==> src/rtl/timestamp_sorted_queue_core_macros.svh <==
// Assertion macros used by the queue core RTL.
// TSQ_ASSERT checks a property on every rising clock edge outside reset.
// TSQ_ASSERT_NORST checks a property on every rising clock edge, reset included.
`ifndef TIMESTAMP_SORTED_QUEUE_CORE_MACROS_SVH
`define TIMESTAMP_SORTED_QUEUE_CORE_MACROS_SVH

`ifndef SYNTHESIS
`define TSQ_ASSERT(name, clk, rst_n, prop) \
  name: assert property (@(posedge clk) disable iff (!(rst_n)) (prop)) \
    else $error("queue assertion failed");
`define TSQ_ASSERT_NORST(name, clk, prop) \
  name: assert property (@(posedge clk) (prop)) \
    else $error("queue assertion failed");
`else
`define TSQ_ASSERT(name, clk, rst_n, prop)
`define TSQ_ASSERT_NORST(name, clk, prop)
`endif

`endif

==> src/rtl/tsq_pkg.sv <==
package tsq_pkg;

  localparam int unsigned DefaultDepth = 16;
  localparam int unsigned StampW       = 32;
  localparam int unsigned CodeW        = 32;
  localparam int unsigned OccW         = 5;

  typedef enum logic {
    CMD_INSERT = 1'b0,
    CMD_REMOVE = 1'b1
  } cmd_e;

  typedef enum logic [1:0] {
    ST_INSERTED = 2'd0,
    ST_REMOVED  = 2'd1,
    ST_EMPTY    = 2'd2,
    ST_FULL     = 2'd3
  } status_e;

  typedef struct packed {
    cmd_e              command;
    logic [StampW-1:0] stamp;
    logic [CodeW-1:0]  packet_code;
  } tsq_item_t;

  typedef struct packed {
    status_e           status;
    logic [StampW-1:0] out_stamp;
    logic [CodeW-1:0]  out_code;
    logic [OccW-1:0]   occupancy;
  } tsq_result_t;

  // One stored packet
  typedef struct packed {
    logic [StampW-1:0] stamp;
    logic [CodeW-1:0]  code;
  } tsq_entry_t;

  // Broadcast to every cell of the chain
  typedef struct packed {
    logic       insert;
    logic       remove;
    tsq_entry_t entry;
  } tsq_ctrl_t;

endpackage

==> src/rtl/timestamp_sorted_queue_core.sv <==
// Channel   Ports                 Handshake
// --------  --------------------  ------------------------------------------
// command   cmd_i                 start high and busy low at a rising edge
// result    result_o              done_o high for one cycle, always taken
//
// One transaction per cycle: every cell compares its stamp with the new one
// in parallel and shifts by one place, so busy stays low.
// The result appears on the cycle after the command is taken.
// Reset empties the queue at once (count cleared); no clearing pass is run.
// The receiver cannot stall; results are never held back.
`include "timestamp_sorted_queue_core_macros.svh"

module timestamp_sorted_queue_core #(
  parameter int unsigned DEPTH = tsq_pkg::DefaultDepth
) (
  input  logic                 clk_i,
  input  logic                 rst_ni,
  input  logic                 start,
  output logic                 busy,
  input  tsq_pkg::tsq_item_t   cmd_i,
  output logic                 done_o,
  output tsq_pkg::tsq_result_t result_o
);
  import tsq_pkg::*;

  localparam int unsigned CntW = $clog2(DEPTH + 1);

  logic             accept;
  logic             full, empty;
  logic [CntW-1:0]  count_q, count_d;
  tsq_ctrl_t        ctrl;
  logic             done_q;
  tsq_result_t      result_q, result_d;
  logic [DEPTH-1:0] gt;
  tsq_entry_t       entry [DEPTH];

  assign busy   = 1'b0;
  assign accept = start && !busy;
  assign full   = (count_q == CntW'(DEPTH));
  assign empty  = (count_q == '0);

  // Broadcast the transaction to the chain
  always_comb begin
    ctrl.insert      = accept && (cmd_i.command == CMD_INSERT) && !full;
    ctrl.remove      = accept && (cmd_i.command == CMD_REMOVE) && !empty;
    ctrl.entry.stamp = cmd_i.stamp;
    ctrl.entry.code  = cmd_i.packet_code;
  end

  // Build the chain of cells
  for (genvar i = 0; i < DEPTH; i++) begin : g_cell
    logic       occupied;
    logic       left_gt;
    tsq_entry_t left, right;

    assign occupied = (CntW'(i) < count_q);
    if (i == 0) begin : g_head
      assign left_gt = 1'b0;
      assign left    = ctrl.entry;
    end else begin : g_body
      assign left_gt = gt[i-1];
      assign left    = entry[i-1];
    end
    if (i == DEPTH - 1) begin : g_tail
      assign right = entry[i];
    end else begin : g_inner
      assign right = entry[i+1];
    end

    tsq_cell u_cell (
      .clk_i      (clk_i),
      .occupied_i (occupied),
      .ctrl_i     (ctrl),
      .left_gt_i  (left_gt),
      .left_i     (left),
      .right_i    (right),
      .gt_o       (gt[i]),
      .entry_o    (entry[i])
    );
  end

  // Track occupancy and form the result
  always_comb begin
    count_d            = count_q;
    result_d.status    = ST_INSERTED;
    result_d.out_stamp = '0;
    result_d.out_code  = '0;
    if (ctrl.insert) begin
      count_d = count_q + 1'b1;
    end else if (ctrl.remove) begin
      count_d            = count_q - 1'b1;
      result_d.status    = ST_REMOVED;
      result_d.out_stamp = entry[0].stamp;
      result_d.out_code  = entry[0].code;
    end else if (cmd_i.command == CMD_INSERT) begin
      result_d.status = ST_FULL;
    end else begin
      result_d.status = ST_EMPTY;
    end
    result_d.occupancy = OccW'(count_d);
  end

  always_ff @(posedge clk_i or negedge rst_ni) begin
    if (!rst_ni) begin
      count_q <= '0;
      done_q  <= 1'b0;
    end else begin
      count_q <= count_d;
      done_q  <= accept;
    end
  end

  // Hold the result payload
  always_ff @(posedge clk_i) begin
    if (accept) begin
      result_q <= result_d;
    end
  end

  assign done_o   = done_q;
  assign result_o = result_q;

  `TSQ_ASSERT_NORST(a_count_bound, clk_i, count_q <= CntW'(DEPTH))
  `TSQ_ASSERT(a_done_follows, clk_i, rst_ni, accept |=> done_o)
  `TSQ_ASSERT(a_no_spurious_done, clk_i, rst_ni, !accept |=> !done_o)
  `TSQ_ASSERT(a_empty_remove, clk_i, rst_ni,
    (accept && cmd_i.command == CMD_REMOVE && empty) |=>
    (result_o.status == ST_EMPTY && $stable(count_q)))
  `TSQ_ASSERT(a_insert_grows, clk_i, rst_ni,
    ctrl.insert |=> (count_q == $past(count_q) + 1'b1))

endmodule

==> src/rtl/tsq_cell.sv <==
module tsq_cell (
  input  logic               clk_i,
  input  logic               occupied_i,
  input  tsq_pkg::tsq_ctrl_t ctrl_i,
  input  logic               left_gt_i,
  input  tsq_pkg::tsq_entry_t left_i,
  input  tsq_pkg::tsq_entry_t right_i,
  output logic               gt_o,
  output tsq_pkg::tsq_entry_t entry_o
);
  import tsq_pkg::*;

  tsq_entry_t entry_q, entry_d;

  // Flag cells that are empty or hold a later stamp than the new packet
  assign gt_o = !occupied_i || (entry_q.stamp > ctrl_i.entry.stamp);

  // Shift up on insert behind the slot, take new packet at the slot, shift down on remove
  always_comb begin
    entry_d = entry_q;
    if (ctrl_i.insert && gt_o) begin
      entry_d = left_gt_i ? left_i : ctrl_i.entry;
    end else if (ctrl_i.remove) begin
      entry_d = right_i;
    end
  end

  always_ff @(posedge clk_i) begin
    entry_q <= entry_d;
  end

  assign entry_o = entry_q;

endmodule

==> config.mk <==
export PLATFORM = sky130hd
export DESIGN_NAME = timestamp_sorted_queue_core
export DESIGN_NICKNAME = d
export VERILOG_FILES = /design/src/rtl/tsq_pkg.sv /design/src/rtl/timestamp_sorted_queue_core.sv /design/src/rtl/tsq_cell.sv
export VERILOG_INCLUDE_DIRS = /design/src /design/src/rtl
export SDC_FILE = /design/constraint.sdc
export NUM_CORES = 2
export LEC_CHECK = 0
export ABC_AREA = 1
export BUFFER_PORTS_ARGS = -buffer_cell sky130_fd_sc_hd__buf_2
export CAP_MARGIN = 20
export CELL_PAD_IN_SITES_DETAIL_PLACEMENT = 1
export CELL_PAD_IN_SITES_GLOBAL_PLACEMENT = 1
export CORE_AREA = 4 4 403 405
export DETAILED_ROUTE_END_ITERATION = 16
export DIE_AREA = 0 0 407 409
export GPL_ROUTABILITY_DRIVEN = 0
export PLACE_DENSITY = 0.76
export SLEW_MARGIN = 0
export SYNTH_ARGS = -nofsm -noshare
export SYNTH_HDL_FRONTEND = slang
export SYNTH_SLANG_ARGS = --single-unit
==> constraint.sdc <==
create_clock -name clk_i -period 11.6 [get_ports clk_i]
set_input_delay 0.58 -clock clk_i [delete_from_list [all_inputs] [get_ports clk_i]]
set_output_delay 0.58 -clock clk_i [all_outputs]
set_load 0.005 [all_outputs]
### After elaboration in Yosys (flattened, before gate mapping)

Index checks and enable logic that the tools add are counted.
Widths: inputs -> output; s select.

* flip-flop bits (word level): 1101
* latch bits: 0
* memory bits (writable): 0
* memory bits (read-only): 0
* input bits: 68
* output and inout port bits: 73
* word-level logic and storage cells: 197
* memories kept: 0

* add/sub/neg operators: 2
* $mul: 0
* div/mod/pow operators: 0
* $lt $le $gt $ge: 32
* eq/ne operators: 1
* shift operators: 0
* mux-type cells: 49
* bitwise operators: 2
* reductions and logical operators: 72

Operator list (number)
* $mux 64: 45
* $gt 32x32->1: 16
* $lt 4x5->1 const A: 8
* $reduce_bool 2->1: 15
* $logic_and 1x1->1: 20
* $lt 3x5->1 const A: 4
* $logic_not 1->1: 18
* $logic_or 1x1->1: 16
* $lt 1x5->1 const A: 2
* $lt 2x5->1 const A: 2
* $mux 5: 2
* $add 5x1->5 const B: 1
* $eq 5x5->1 const B: 1
* $logic_not 5->1: 1
* $sub 5x1->5 const B: 1
* $reduce_or 2->1: 2
* $mux 1: 2
* $not 1->1: 2

### Logic depth before layout (Yosys ltp)

* word-level depth: 5
* mapped depth: 21
* mapped depth without buffers: 19

### By module

Synthesis repeated with hierarchy kept, for this count alone.

* cell total of the unflattened synthesis: 8782
* area total of the unflattened synthesis: 74536.5 um^2

Modules (own cells, without submodules)
* tsq_cell (g_cell[0].u_cell ...): times used 15, cells each 530, area an instance 4448.0 um^2, seq. area each 1921.8 um^2
* tsq_cell (g_cell[9].u_cell): times used 1, cells each 531, area an instance 4556.9 um^2, seq. area each 1921.8 um^2
* timestamp_sorted_queue_core: times used 1, cells each 301, area an instance 3259.4 um^2, seq. area each 2282.2 um^2

### Least setup slack after synthesis

OpenSTA, ideal clock, no wires.

* kind: input -> register
* start: input port cmd_i[47] (netlist name)
* end: register g_cell[15].u_cell.entry_q, in the netlist g_cell[15].u_cell.entry_o[0], enable pin
* library setup time: 507 ps
* arrival: 5263 ps
* data required time: 11093 ps
* path slack: 5830 ps
* stages: 11
* buffers on the path: 1
* path through: clkbuf_1 inv_1 ha_1 nand2_1 nor4_1 nand2_1 nand2_1 nand2_1 nand2_1 nand2_1 a21oi_1

* longest elaborated chain between the ends: 3

Ends and longest elaborated chain
* start, declared: line timestamp_sorted_queue_core.sv:20 `input tsq_pkg::tsq_item_t cmd_i,`
* $gt 32x32->1: line tsq_cell.sv:16 `assign gt_o = !occupied_i || (entry_q.stamp > ctrl_i.entry.stamp);`
* $logic_or 1x1->1: line tsq_cell.sv:16
* $logic_and 1x1->1: line tsq_cell.sv:21 `if (ctrl_i.insert && gt_o) begin`
* end signal, assigned: line tsq_cell.sv:29 `entry_q <= entry_d;`
* end, declared: line tsq_cell.sv:13 `tsq_entry_t entry_q, entry_d;`

No other way between the ends.
A chain may end at the register's enable or synchronous reset.

### Final worst setup path

* start: input port cmd_i[61] (netlist name)
* end: register g_cell[8].u_cell.entry_q, in the netlist g_cell[8].u_cell.entry_o[37], enable pin

* longest elaborated chain between the ends: 4

Ends and longest elaborated chain (line)
* $gt 32x32->1: tsq_cell.sv:16
* $logic_or 1x1->1: tsq_cell.sv:16
* $logic_and 1x1->1: tsq_cell.sv:21
* $reduce_bool 2->1 (no source line)
* end signal, assigned: tsq_cell.sv:29
* end, declared: tsq_cell.sv:13

No other way between the ends.

==> metrics <==
Slew headroom 21.88%; period utilization 51.18%; maximum clock path buffer count 3; grt total ovfl 0; DR vias 67.56k; commonest non-fill, non-tap cell in the layout nand2_1; Simple-Gate Fraction of Synth Area 35.89%; mean post-synth cell area 7.584 um^2; die width 407 um; Compound-Gate Fraction of Synth Area 3.314%; CTS Buf Count 137; Tmin final 5937 ps; Core Footprint 158400 um^2; post-synth net total 9962; Reg area 33030 um^2; FILL cells 19.49k; Die H 409 um; Crit Path Class in2reg; Top FF cell, synth edfxtp_1; first-pass GRT wire length 445400 um; num ports 141; sequential power share 33.5%; Area contributors post-synth edfxtp_1 (46%), nand2_1 (28%), ha_1 (9.1%); vias per inst 5.926; # DRC 0; Pint 11280 uW; IO buf count 139; Switch Pwr 10180 uW; Hold Path Class in2async; mux contribution to synthesized area 0%; Yosys warnings 0; worst hold slack 154.2 ps; Synth Area in Adders 9.059%; Cell Pwr Density 276.6 nW/um^2; Slew Limit Fails 0; Post-DRT Antenna Nets 0; TritonRoute pass-1 iters 6; CP Capture Type register; htree depth 4; routed len/inst 26.22 um; CTS tree yes; initial core utilization 44.91%; vias in the first global route 68.99k; initial antenna violation count 17; Final Setup Violations 0; library cells used by synthesis 39; share of cells above drive strength 1 6.007%; CP Max Fanout 65; full die area 166500 um^2; combinational power share 46.6%; Max-Cap Viols 0; largest net degree at the start of global routing 72; required time of the critical path 11860 ps; P&R area growth vs syn 9.085%; cts hold-fix bufs 1; hpwl dp 200800 um; Inst Count DP 11.15k; post-CTS resize count 0; post-synth top area cell edfxtp_1; post-synthesis sequential area ratio 46.44%; final wirelength 299000 um; Slew @ Worst Pin 1172 ps; RSZ-0062 raised after global routing false; crit start category primary input; fmax 0.1684 GHz; outcome finished clean; critical path arrival 6200 ps; Final Non-Filler Cells 11.40k; post-CTS setup buffers 0; largest family of logic cells by synthesized area simple AND/OR/NAND/NOR gates; CTS sink count 1101; mapped cell area 71130 um^2; peak supply drop 0.2166 mV; GRT Total Usage 35.28%; XOR/XNOR Fraction of Synth Area 0.03694%; Mapped Cells 9379; row cnt 146; nets 9802; clock slew at reported path FFs 60 ps; CTS root buf clkbuf_16; commonest non-fill, non-tap cells in the layout nand2_1 (5154), edfxtp_1 (1095), nand3_1 (946); Fin. Hold Viols 0; clk_skew 33.59 ps; P_leak 0.03822 uW; top cell type's share of synthesized area 46.23%; switching share of power 47.44%; footprint of the multi-input gates 34690 um^2; Clk pwr share 20.0%; First DRT Iteration DRCs 7429; #FFs+latches synth 1101; worst skew pair latency 800 ps; ys async rst share 0.5450%; number of flops mapped to enable cells by yosys 1095; setup TNS 0 ps
-- power by group through the flow --
stage	sequential, uW	combinational, uW	clock, uW
floorplan	6800	6380	0
global placement	7190	9330	0
detailed placement	7210	9670	0
CTS	7150	9730	4310
global route	7280	10900	4470
finish	7190	9990	4280
-- final timing paths --
kind,from,to,slack (ps),cells after the start
max,cmd_i[61],g_cell[8].u_cell.entry_o[37],5660,15
min,rst_ni,count_q[1],150,2
max reg2reg,g_cell[8].u_cell.entry_o[63],g_cell[8].u_cell.entry_o[37],5820,12
min reg2reg,g_cell[15].u_cell.entry_o[30],g_cell[14].u_cell.entry_o[30],520,2
max in group asynchronous,rst_ni,count_q[0],11290,2
min in group clk_i,start,result_o[49],170,1
-- flip-flops by register name (all words and copies together) (netlist names) --
name                   count
done_o                     1
count_q                    5
g_cell.u_cell.entry_o   1024
result_o                  71
-- kinds of logic after synthesis --
| kind of cell | after synthesis |
|---|---|
| simple gates | 6440 |
| flops | 1101 |
| buf+inv | 876 |
| fa+ha+maj | 515 |
| xor+xnor | 3 |
| other cells | 1 |
| compound gates | 443 |
-- through the flow --
step	total power (uW)	setup slack [ps]	util (%)	area (um^2)
3_3_place_gp	16520	5068	46.20	73170
2_1_floorplan	13170	5830	-	71130
5_1_grt	22660	5449	48.98	77580
4_1_cts	21190	5892	48.95	77520
6_report	21460	5663	48.99	77600
3_5_place_dp	16870	5085	46.22	73210
-- metal layers --
| layer | wire length, um | vias to the layer above | GRT usage (%) |
|---|---|---|---|
| li1 | - | 30290 | - |
| met1 | 124900 | 33180 | 48.31 |
| met2 | 129700 | 3460 | 54.21 |
| met3 | 33700 | 625 | 9.086 |
| met4 | 10630 | 10 | 12.26 |
| met5 | 61 | - | 0 |
-- final cells by class --
cell class / count / area share (%)
Tap cell: 2072 / 3.341
Sequential cell: 1101 / 42.57
Antenna cell: 8 / 0.02580
Timing Repair Buffer: 282 / 2.370
Multi-Input combinational cell: 7402 / 44.70
Clock buffer: 177 / 4.816
Clock inverter: 65 / 0.7304
Inverter: 295 / 1.445
-- synthesized netlist by cell type, types with 5 or more instances --
library cell,instances
nand3b_1,7
a21oi_1,216
clkbuf_1,198
buf_1,52
buf_2,315
o21a_1,23
nand4_1,33
nor3_1,9
o21ai_0,161
buf_4,14
nand2_1,5215
a21o_1,18
nor2_1,216
inv_1,277
and3_1,5
o21ai_1,10
edfxtp_1,1095
dfrtp_1,6
inv_2,17
nand3_1,947
ha_1,515
-- worst max-delay path, cell delays in order --
cell and delay [ps]:
buf_2 410, inv_1 230, buf_4 290, ha_1 340
nand2_1 70, nor2_1 220, nor3b_2 300, nand4_1 140
nand2_2 90, buf_4 770, nand2_2 60, buf_4 450
nand2_2 560, buf_4 660, nand2_4 800
No activity file was read; power rests on OpenSTA's default activity.
